[src/hdl/dfr_pkg.sv]
// shared types and constants for the delimited frame receiver
`default_nettype none

package dfr_pkg;

    // default body store depth, one entry is reserved so MAX_BODY-1 bytes are kept
    localparam int MAX_BODY_DEF = 64;

    // configuration register map
    localparam int CFG_IDX_W  = 1;
    localparam int CFG_DATA_W = 8;
    localparam logic [CFG_IDX_W-1:0] REG_START_CHAR = 1'd0;
    localparam logic [CFG_IDX_W-1:0] REG_END_CHAR   = 1'd1;
    localparam logic [7:0] START_CHAR_RST = 8'h02;
    localparam logic [7:0] END_CHAR_RST   = 8'h03;

    // reply texts recognized in a released body
    localparam logic [7:0] ACK_TEXT_0 = 8'h2B;  // '+'
    localparam logic [7:0] ACK_TEXT_1 = 8'h4F;  // 'O'
    localparam logic [7:0] ACK_TEXT_2 = 8'h4B;  // 'K'
    localparam logic [7:0] CLR_TEXT_0 = 8'h2B;  // '+'
    localparam logic [7:0] CLR_TEXT_1 = 8'h43;  // 'C'

    // input beat
    typedef struct packed {
        logic [7:0] rx_byte;
    } t_rx_beat;

    // output beat
    typedef struct packed {
        logic [7:0] body_byte;
        logic [5:0] byte_position;
        logic [5:0] body_length;
        logic       last_of_frame;
        logic       is_ack;
        logic       is_clear;
    } t_frm_beat;

    // controls broadcast to the row of storage cells
    typedef struct packed {
        logic shift;
        logic store;
    } t_cell_ctl;

    // text match result
    typedef struct packed {
        logic ack;
        logic clr;
    } t_match_flags;

endpackage

`default_nettype wire

[src/hdl/dfr_stream_if.sv]
// valid/ready stream channel with a typed payload
`default_nettype none

interface dfr_stream_if #(
    parameter type t_payload = logic [7:0]
);
    logic     valid;
    logic     ready;
    t_payload data;

    modport source (output valid, output data, input ready);
    modport sink   (input valid, input data, output ready);
endinterface

`default_nettype wire

[src/hdl/dfr_cell.sv]
// one body byte cell: loads when addressed, shifts toward the head during readout
`default_nettype none

module dfr_cell #(
    parameter int FILL_W   = 6,
    parameter int CELL_IDX = 0
) (
    input  wire logic              i_clk,
    input  wire dfr_pkg::t_cell_ctl i_ctl,
    input  wire logic [FILL_W-1:0] i_fill,
    input  wire logic [7:0]        i_byte,
    input  wire logic [7:0]        i_next,
    output logic [7:0]             o_byte
);

    logic [7:0] r_byte;
    logic [7:0] n_byte;

    // shift takes the neighbor, otherwise load when the fill pointer hits this cell
    always_comb begin
        n_byte = r_byte;
        if (i_ctl.shift) begin
            n_byte = i_next;
        end else if (i_ctl.store && (i_fill == FILL_W'(CELL_IDX))) begin
            n_byte = i_byte;
        end
    end

    always_ff @(posedge i_clk) begin
        r_byte <= n_byte;
    end

    assign o_byte = r_byte;

endmodule

`default_nettype wire

[src/hdl/dfr_match.sv]
// running compare of the body text (up to first zero) against "+OK" and "+C"
`default_nettype none

module dfr_match (
    input  wire logic  i_clk,
    input  wire logic  i_rst_n,
    input  wire logic  i_clear,
    input  wire logic  i_store,
    input  wire logic [7:0] i_byte,
    output dfr_pkg::t_match_flags o_flags
);

    // text length saturates at four, which already rules out both texts
    logic       r_zdone;
    logic [2:0] r_zlen;
    logic       r_ack_ok;
    logic       r_clr_ok;
    logic       n_zdone;
    logic [2:0] n_zlen;
    logic       n_ack_ok;
    logic       n_clr_ok;
    logic       ack_hit;
    logic       clr_hit;

    // expected character at the current text position
    always_comb begin
        case (r_zlen)
            3'd0:    ack_hit = (i_byte == dfr_pkg::ACK_TEXT_0);
            3'd1:    ack_hit = (i_byte == dfr_pkg::ACK_TEXT_1);
            3'd2:    ack_hit = (i_byte == dfr_pkg::ACK_TEXT_2);
            default: ack_hit = 1'b1;
        endcase
        case (r_zlen)
            3'd0:    clr_hit = (i_byte == dfr_pkg::CLR_TEXT_0);
            3'd1:    clr_hit = (i_byte == dfr_pkg::CLR_TEXT_1);
            default: clr_hit = 1'b1;
        endcase
    end

    // while no zero byte is seen, text position follows fill position until it saturates
    always_comb begin
        n_zdone  = r_zdone;
        n_zlen   = r_zlen;
        n_ack_ok = r_ack_ok;
        n_clr_ok = r_clr_ok;
        if (i_clear) begin
            n_zdone  = 1'b0;
            n_zlen   = 3'd0;
            n_ack_ok = 1'b1;
            n_clr_ok = 1'b1;
        end else if (i_store && !r_zdone) begin
            if (i_byte == 8'd0) begin
                n_zdone = 1'b1;
            end else begin
                if (r_zlen != 3'd4) begin
                    n_zlen = r_zlen + 3'd1;
                end
                n_ack_ok = r_ack_ok && ack_hit;
                n_clr_ok = r_clr_ok && clr_hit;
            end
        end
    end

    always_ff @(posedge i_clk) begin
        if (!i_rst_n) begin
            r_zdone  <= 1'b0;
            r_zlen   <= 3'd0;
            r_ack_ok <= 1'b1;
            r_clr_ok <= 1'b1;
        end else begin
            r_zdone  <= n_zdone;
            r_zlen   <= n_zlen;
            r_ack_ok <= n_ack_ok;
            r_clr_ok <= n_clr_ok;
        end
    end

    assign o_flags.ack = r_ack_ok && (r_zlen == 3'd3);
    assign o_flags.clr = r_clr_ok && (r_zlen == 3'd2);

endmodule

`default_nettype wire

[src/hdl/delimited_frame_receiver.sv]
// start/end delimited byte deframer built on a row of shifting byte cells
//
//   port        dir   beat          content
//   i_rx        in    t_rx_beat     one received byte
//   o_frm       out   t_frm_beat    one body byte or the terminator of a frame
//   i_cfg_*     in    write only    start_char (index 0), end_char (index 1)
//
// an ordinary byte, a start byte or an ignored byte is taken without holding off i_rx
// an end byte inside a frame releases n+1 output beats, one per cycle at most;
// the readout walks the cell row one shift per body byte and i_rx is held off meanwhile
// o_frm stalls freeze the readout, nothing is lost
// reset is synchronous, active low; the cell row itself is not cleared
`default_nettype none

module delimited_frame_receiver #(
    parameter int MAX_BODY = dfr_pkg::MAX_BODY_DEF
) (
    input  wire logic                          i_clk,
    input  wire logic                          i_rst_n,
    dfr_stream_if.sink                         i_rx,
    dfr_stream_if.source                       o_frm,
    input  wire logic                          i_cfg_we,
    input  wire logic [dfr_pkg::CFG_IDX_W-1:0] i_cfg_idx,
    input  wire logic [dfr_pkg::CFG_DATA_W-1:0] i_cfg_wdata
);

    localparam int NCELL  = MAX_BODY - 1;
    localparam int FILL_W = $clog2(MAX_BODY);
    localparam logic [FILL_W-1:0] FILL_MAX = FILL_W'(MAX_BODY - 1);

    logic [7:0]        r_start_char;
    logic [7:0]        r_end_char;
    logic              r_in_frame;
    logic [FILL_W-1:0] r_fill;
    logic              r_drain;
    logic [FILL_W-1:0] r_k;
    logic [FILL_W-1:0] r_n;
    logic              r_ack;
    logic              r_clr;

    logic              in_acc;
    logic              out_acc;
    logic [7:0]        rx_byte;
    logic              is_start;
    logic              is_release;
    logic              do_store;
    logic              at_last;
    dfr_pkg::t_cell_ctl   cell_ctl;
    dfr_pkg::t_match_flags flags;
    logic [7:0]        cell_q [NCELL];

    // handshakes and byte classification
    assign in_acc     = i_rx.valid && i_rx.ready;
    assign out_acc    = o_frm.valid && o_frm.ready;
    assign rx_byte    = i_rx.data.rx_byte;
    assign is_start   = in_acc && (rx_byte == r_start_char);
    assign is_release = in_acc && !is_start && (rx_byte == r_end_char) && r_in_frame;
    assign do_store   = in_acc && !is_start && !is_release && r_in_frame
                        && (r_fill != FILL_MAX);
    assign at_last    = (r_k == r_n);

    assign cell_ctl.store = do_store;
    assign cell_ctl.shift = out_acc && !at_last;

    // row of body cells, head at index 0
    for (genvar g = 0; g < NCELL; g++) begin : g_cell
        logic [7:0] next_byte;
        if (g == NCELL - 1) begin : g_tail
            assign next_byte = 8'd0;
        end else begin : g_mid
            assign next_byte = cell_q[g + 1];
        end
        dfr_cell #(
            .FILL_W  (FILL_W),
            .CELL_IDX(g)
        ) u_cell (
            .i_clk (i_clk),
            .i_ctl (cell_ctl),
            .i_fill(r_fill),
            .i_byte(rx_byte),
            .i_next(next_byte),
            .o_byte(cell_q[g])
        );
    end

    // reply text recognition
    dfr_match u_match (
        .i_clk  (i_clk),
        .i_rst_n(i_rst_n),
        .i_clear(is_start),
        .i_store(do_store),
        .i_byte (rx_byte),
        .o_flags(flags)
    );

    // configuration registers
    always_ff @(posedge i_clk) begin
        if (!i_rst_n) begin
            r_start_char <= dfr_pkg::START_CHAR_RST;
            r_end_char   <= dfr_pkg::END_CHAR_RST;
        end else if (i_cfg_we) begin
            case (i_cfg_idx)
                dfr_pkg::REG_START_CHAR: r_start_char <= i_cfg_wdata;
                dfr_pkg::REG_END_CHAR:   r_end_char   <= i_cfg_wdata;
                default: begin
                end
            endcase
        end
    end

    // frame state and readout sequencing
    always_ff @(posedge i_clk) begin
        if (!i_rst_n) begin
            r_in_frame <= 1'b0;
            r_fill     <= '0;
            r_drain    <= 1'b0;
            r_k        <= '0;
        end else begin
            if (is_start) begin
                r_in_frame <= 1'b1;
                r_fill     <= '0;
            end else if (is_release) begin
                r_in_frame <= 1'b0;
                r_fill     <= '0;
                r_drain    <= 1'b1;
                r_k        <= '0;
            end else if (do_store) begin
                r_fill <= r_fill + FILL_W'(1);
            end
            if (out_acc) begin
                if (at_last) begin
                    r_drain <= 1'b0;
                end else begin
                    r_k <= r_k + FILL_W'(1);
                end
            end
        end
    end

    // frame length and flags captured at release
    always_ff @(posedge i_clk) begin
        if (is_release) begin
            r_n   <= r_fill;
            r_ack <= flags.ack;
            r_clr <= flags.clr;
        end
    end

    // channel outputs
    assign i_rx.ready = !r_drain;

    assign o_frm.valid              = r_drain;
    assign o_frm.data.body_byte     = at_last ? 8'd0 : cell_q[0];
    assign o_frm.data.byte_position = 6'(r_k);
    assign o_frm.data.body_length   = 6'(r_n);
    assign o_frm.data.last_of_frame = at_last;
    assign o_frm.data.is_ack        = r_ack;
    assign o_frm.data.is_clear      = r_clr;

endmodule

`default_nettype wire

[src/flat_wrapper.sv]
// flat-port wrapper written by rule: the top's interface ports become plain ports
module delimited_frame_receiver_flat import dfr_pkg::*;
#(
    parameter int MAX_BODY = dfr_pkg::MAX_BODY_DEF
)
  (i_clk, i_rst_n, i_cfg_we, i_cfg_idx, i_cfg_wdata, i_rx_valid, i_rx_data, i_rx_ready, o_frm_valid, o_frm_data, o_frm_ready);
  dfr_stream_if #(.t_payload(t_rx_beat)) i_rx_i ();
  dfr_stream_if #(.t_payload(t_frm_beat)) o_frm_i ();
  input  wire logic i_clk;
  input  wire logic i_rst_n;
  input  wire logic i_cfg_we;
  input  wire logic [dfr_pkg::CFG_IDX_W-1:0] i_cfg_idx;
  input  wire logic [dfr_pkg::CFG_DATA_W-1:0] i_cfg_wdata;
  input wire logic [$bits(i_rx_i.valid)-1:0] i_rx_valid;
  input wire logic [$bits(i_rx_i.data)-1:0] i_rx_data;
  output wire logic [$bits(i_rx_i.ready)-1:0] i_rx_ready;
  output wire logic [$bits(o_frm_i.valid)-1:0] o_frm_valid;
  output wire logic [$bits(o_frm_i.data)-1:0] o_frm_data;
  input wire logic [$bits(o_frm_i.ready)-1:0] o_frm_ready;
  assign i_rx_i.valid = i_rx_valid;
  assign i_rx_i.data = i_rx_data;
  assign i_rx_ready = i_rx_i.ready;
  assign o_frm_valid = o_frm_i.valid;
  assign o_frm_data = o_frm_i.data;
  assign o_frm_i.ready = o_frm_ready;
  delimited_frame_receiver #(.MAX_BODY(MAX_BODY)) u_core (.i_clk(i_clk), .i_rst_n(i_rst_n), .i_rx(i_rx_i), .o_frm(o_frm_i), .i_cfg_we(i_cfg_we), .i_cfg_idx(i_cfg_idx), .i_cfg_wdata(i_cfg_wdata));
endmodule
[config.mk]
export PLATFORM = sky130hd
export DESIGN_NAME = delimited_frame_receiver_flat
export DESIGN_NICKNAME = d
export VERILOG_FILES = /design/src/hdl/dfr_pkg.sv /design/src/hdl/dfr_stream_if.sv /design/src/hdl/dfr_cell.sv /design/src/hdl/dfr_match.sv /design/src/hdl/delimited_frame_receiver.sv /design/src/flat_wrapper.sv
export SDC_FILE = /design/constraint.sdc
export NUM_CORES = 1
export LEC_CHECK = 0
export ABC_AREA = 1
export BUFFER_PORTS_ARGS = -buffer_cell sky130_fd_sc_hd__buf_4
export CAP_MARGIN = 20
export CORE_UTILIZATION = 45
export CTS_CLUSTER_DIAMETER = 30
export DETAILED_ROUTE_END_ITERATION = 10
export SYNTH_ARGS = -nofsm -noshare
export SYNTH_HDL_FRONTEND = slang
export SYNTH_SLANG_ARGS = --single-unit
[constraint.sdc]
create_clock -name i_clk -period 3.1 [get_ports i_clk]
set_input_delay 0.155 -clock i_clk [delete_from_list [all_inputs] [get_ports i_clk]]
set_output_delay 0.155 -clock i_clk [all_outputs]
set_load 0.02 [all_outputs]
==> results of run 1 <==
==> layer usage <==
layer	share of wire [%]	global-route usage, %	vias up
li1	-	-	7147
met1	44	28.72	7338
met2	47	34.35	472
met3	6.0	4.394	95
met4	2.4	7.680	0
met5	0	0	-
==> power by group <==
group | switching, mW | internal (mW) | total, mW | leakage [nW]
logic | 0.318 | 0.159 | 0.476 | 3.80
registers | 0.00893 | 8.10 | 8.10 | 4.89
clock network | 3.86 | 7.98 | 11.8 | 1.83
==> flip-flops by register name, summed over array words and instances, names as in the netlist, 3 cells and up <==
name and cells:
u_core.r_start_char 8, u_core.r_fill 6, u_core.r_n 6, u_core.r_end_char 8, u_core.g_cell.u_cell.o_byte 504, u_core.u_match.r_zlen 3, u_core.r_k 6
==> cells in the final DEF, fill, tap and decap left out, types with 11 or more instances in the layout <==
cell and n:
xnor2_1 12, dfxtp_1 44, clkinvlp_4 11, a21oi_1 30
nand3_1 35, buf_4 120, clkinv_2 23, nor2_1 43
bufinv_16 14, o21ai_1 23, clkbuf_16 114, o21ai_0 59
inv_1 49, nand2_1 1088, clkinv_1 14, dlygate4sd3_1 25
edfxtp_1 504, clkbuf_1 22
==> cell usage after synthesis (2+ instances only) <==
master / n / area [um2]
inv_1: 49 / 183.9
nand2_1: 1096 / 4114
nor3_1: 3 / 15.01
buf_2: 63 / 315.3
ha_1: 10 / 125.1
nor2_1: 43 / 161.4
o21ai_0: 59 / 295.3
clkbuf_1: 58 / 217.7
nand3_2: 2 / 20.02
xnor2_1: 12 / 105.1
inv_2: 5 / 18.77
a21oi_1: 30 / 150.1
edfxtp_1: 504 / 15130
nand2_2: 6 / 37.54
dfxtp_1: 44 / 880.8
xor2_1: 8 / 70.07
buf_4: 8 / 60.06
buf_6: 6 / 67.56
nand4_1: 6 / 37.54
nand3_1: 35 / 175.2
nor4_1: 2 / 12.51
o21ai_1: 23 / 115.1
==> metrics by stage <==
step | power, mW | setup WS, ps | cells
3_5_place_dp | 8.681 | 431.4 | 2738
6_report | 20.42 | 358.6 | 2977
5_1_grt | 20.95 | 176.3 | 2976
2_1_floorplan | 8.506 | 696.1 | 2080
4_1_cts | 20.56 | 365.5 | 2976
3_3_place_gp | 8.671 | 478.3 | 2738
==> path summary, 6_finish.rpt <==
path | start | end | slack [ps] | depth (start not counted)
max | u_core.r_k[2] | u_core.g_cell[43].u_cell.o_byte[1] | 360 | 9
min | i_cfg_idx | u_core.r_end_char[7] | 70 | 4
max reg2reg | u_core.r_k[2] | u_core.g_cell[43].u_cell.o_byte[1] | 360 | 9
min reg2reg | u_core.u_match.r_ack_ok | u_core.u_match.r_ack_ok | 460 | 2
==> cell type report <==
cell class	instances	area, um2
fill	4071	21210
clock inverter	72	794.5
multi-input combinational	1342	5528
sequential	548	16020
tap	664	830.8
timing repair buffer	155	1351
clock buffer	141	3004
antenna	1	2.502
inverter	54	210.2
==> cells by family after synthesis <==
family / after synthesis
XOR/XNOR: 20
AND/OR/NAND/NOR: 1196
adder cells (fa/ha/maj): 10
AO/OA/AOI/OAI: 116
buffers and inverters: 190
flip-flops: 548
==> worst register-to-register path: stages (launching register included) <==
cell	delay (ps)
dfxtp_1	500
inv_1	100
nor2_1	110
nor3_1	70
nand3_1	100
nand2_2	330
inv_8	640
buf_12	500
nand2_1	140
nand2_1	100
==> flow_summary.ini, run 1 <==
[global_route]
grt_pass1_wl_um = 83630
grt_pass1_vias = 15310
antenna_found_initial = 1
grt_start_max_net_pins = 134
grt_overflow = 0
grt_usage_pct = 21.35

[synthesis]
synth_xor_area_share_pct = 0.7830
synth_edf_count = 504
synth_compound_area_share_pct = 2.634
synth_cell_types = 30
synth_fa_ha_area_share_pct = 0.5593
async_reset_ff_share_pct = 0
ys_ff_latch = 548
yosysWarnings = 0
synth_area_per_cell_um2 = 10.75
synthMuxAreaShare_pct = 0
ys.flop_type = edfxtp_1
synthSimpleGateAreaFrac_pct = 20.55
syn-num-nets = 2112
synth_top_family_by_area = simple AND/OR/NAND/NOR gates
netlist_area_um2 = 22370
yosysSeqAreaShare_pct = 71.59
synthCells = 2080

[routing]
vias_per_cell = 5.056
drt_pass1_iterations = 5
drc = 0
drtIter0Drc = 1238
vias = 15050
post_drt_wl_per_cell_um = 17.72
ant_nets = 0
wl_um = 52740

[floorplan]
die-area_um2 = 50610
initial_utilization_pct = 45.70
fp.dieW_um = 225.0
fp.dieH_um = 225.0
coreArea_um2 = 48950
rows = 81
ios = 47

[layout]
area_growth_pct = 23.99
final_area_um2 = 27740
final_nets = 2245
drive_above_1_share_pct = 14.27
utilization_pct = 56.66

[timing]
setup_viol = 0
slew_violations = 0
max_slew_margin_pct = 38.42
fmax_mhz = 364.8
rsz0062_at_grt = no
period_share_pct = 88.43
fin_tns_setup_ps = 0
min_period_ps = 2741
skew_ps = 29.95
tightest_slew_ps = 923.6
hold_viol_final = 0
hold_ws_ps = 70.76

[power_and_ir_drop]
power_leakage_nw = 10.52
vdd_ir_drop_max_uv = 514.4
power_density_nw_per_um2 = 736.3

[place]
port_buffers = 46
hpwlAfterDp_um = 29660
place.gp.congestion = 0.7976
place_area_um2 = 23690

[critical_path]
crit_path_start_kind = register
crit_type = register to register
cpPeakStageDelay_ps = 630
crit_slowest_cell = inv_8
cp_max_fo = 133
cpLargestDelayFamily = buffers and inverters
setup.worst_path.end_class = register
crit_top_cell = nand2_1
crit_chain = inv_1 > nor2_1 > nor3_1 > nand3_1 > nand2_2 > inv_8 > buf_12 > nand2_1 > nand2_1
crit_required_ps = 3590
arrival_ps = 3230
path_buf_inv = 3

[clock_network]
clkLatencyLatePin_ps = 640
post_cts_resized = 0
cts-root-buf = clkbuf_16
cts_setup_buffers = 0
htree_num_levels = 3
clock_sinks = 548
cts_tree = done
cts_made_buffers = 112
postCtsHoldBufs = 25
cts_buffer_depth = 3
clk_pin_slew_ps = 50

[min_path]
hold_class = primary input to register

[run]
maxCapViolations = 0

[outcome]
outcome = complete, no violations
(Power assumes the default switching activity.)
==> inputs of run 2 (changes only) <==
- ABC_CLOCK_PERIOD_IN_PS: not set -> 3100
- CAP_MARGIN: 20 -> not set
- CORE_ASPECT_RATIO: not set -> 0.75
==> flow_summary.ini, run 2 (same netlist as run 1, synthesis figures left out) <==
[layout]
drive_above_1_share_pct = 13.49
final_area_um2 = 26940
largest_reg_flops = 504
final_nets = 2235
fill_cells = 4163
utilization_pct = 55.13
layout_common_cells = 1,088 x nand2_1, 504 x edfxtp_1, 129 x buf_4, 91 x clkbuf_16, 59 x o21ai_0
area_growth_pct = 20.45
final_common_cell = nand2_1
instances_no_fill = 2924

[global_route]
grt_usage_pct = 21.52
grt_start_max_net_pins = 119
antenna_found_initial = 2
grt_pass1_vias = 15100
grt_pass1_wl_um = 84310
grt_overflow = 0

[clock_network]
cts_setup_buffers = 0
cts_buffer_depth = 3
clkLatencyLatePin_ps = 610
cts-root-buf = clkbuf_16
cts_tree = done
clk_pin_slew_ps = 50
cts_made_buffers = 88
clock_sinks = 548
htree_num_levels = 3

[min_path]
worstHoldStart = i_rx_valid
hold_class = primary input to register
holdPathStages = 5

[timing]
tightest_slew_ps = 768.2
max_slew_margin_pct = 48.44
period_share_pct = 81.33
hold_ws_ps = 52.11
fmax_mhz = 396.6
min_period_ps = 2521
worst_slack_ps = 578.7
setup_viol = 0
fin_tns_setup_ps = 0
hold_viol_final = 0
skew_ps = 24.44
slew_violations = 0
rsz0062_at_grt = no

[run]
maxCapViolations = 0

[critical_path]
r2r_start = u_core.r_k[2]
cp_max_fo = 118
reg2reg_depth = 9
cp-startpoint = u_core.r_k[2]
crit_path_start_kind = register
path_buf_inv = 3
cpPeakStageDelay_ps = 520
setup.worst_path.end_class = register
arrival_ps = 2980
crit_top_cell = nand2_1
crit_slowest_cell = inv_8
crit_type = register to register
cpLargestDelayFamily = buffers and inverters
crit_chain = inv_1 > nor2_1 > nor3_1 > nand3_1 > nand2_2 > inv_8 > buf_12 > nand2_1 > nand2_1
cp.depth = 9
crit_required_ps = 3560

[floorplan]
rows = 70
coreArea_um2 = 48870
initial_utilization_pct = 45.77
fp.dieH_um = 195.1
fp.dieW_um = 259.5
die-area_um2 = 50620
ios = 47

[place]
placed_cells = 2737
dp_slack_ps = 649.0
place.gp.congestion = 0.8392
hpwlAfterDp_um = 31410
port_buffers = 46
place_area_um2 = 23830

[routing]
drt_pass1_iterations = 5
drtIter0Drc = 1463
vias_per_cell = 5.132
vias = 15010
wl_um = 53470
ant_nets = 0
drc = 0
post_drt_wl_per_cell_um = 18.29

[power_and_ir_drop]
power_leakage_nw = 10.16
p_total_mw = 18.04
vdd_ir_drop_max_uv = 597.9
power_density_nw_per_um2 = 669.6

[outcome]
outcome = complete, no violations
run 2: changes by cell type in the layout (fill, tap and decap cells not counted), moves of 2 or more:
| cell | delta |
|---|---|
| nand2_2 | +4 |
| buf_4 | +9 |
| bufinv_16 | -8 |
| clkinv_2 | -12 |
| clkbuf_1 | -10 |
| nand2_4 | -4 |
| clkinv_1 | -3 |
| clkinv_8 | -2 |
| buf_12 | +6 |
| clkbuf_16 | -23 |
| inv_6 | +9 |
| clkbuf_8 | -3 |
run 2: final cells by class:
class,instances,area [um2],area share [%]
multi-input cells,1342,5508,20.44
flip-flops and latches,548,16020,59.44
repair buffers,169,1529,5.674
inverters,54,210.2,0.7801
well taps,648,810.8,3.009
clock inverters,57,519.2,1.927
clock buffers,105,2350,8.721
diodes,1,2.502,0.009287
run 2: final timing paths:
kind | end | slack, ps
setup / recovery | u_core.g_cell[58].u_cell.o_byte[4] | 580
hold / removal | u_core.r_in_frame | 50
setup reg to reg | u_core.g_cell[58].u_cell.o_byte[4] | 580
hold reg to reg | u_core.u_match.r_clr_ok | 460
run 2: timing repair:
action	4_1_cts	5_1_grt
hold buffers	24	0
gates resized for setup	0	0
hold endpoints to repair	33	0
run 2: routing by layer:
layer | global-route usage [%] | wire length (um) | vias up | share of wire, %
li1 | - | - | 7099 | -
met1 | 32.21 | 25650 | 7360 | 48
met2 | 31.80 | 23500 | 465 | 44
met3 | 3.855 | 3322 | 81 | 6.2
met4 | 6.841 | 1005 | 0 | 1.9
met5 | 0 | 0 | - | 0
run 2: worst register-to-register path: cells and delay by family (launching register included):
kind	cells	cell delay (ps)
buf+inv	3	1100
simple gates	6	820
flops	1	480
run 2: power by group:
| group | internal [mW] | total, mW | switching (mW) |
|---|---|---|---|
| combinational | 0.178 | 0.506 | 0.328 |
| clock | 5.94 | 9.45 | 3.50 |
| sequential | 8.08 | 8.09 | 0.00862 |
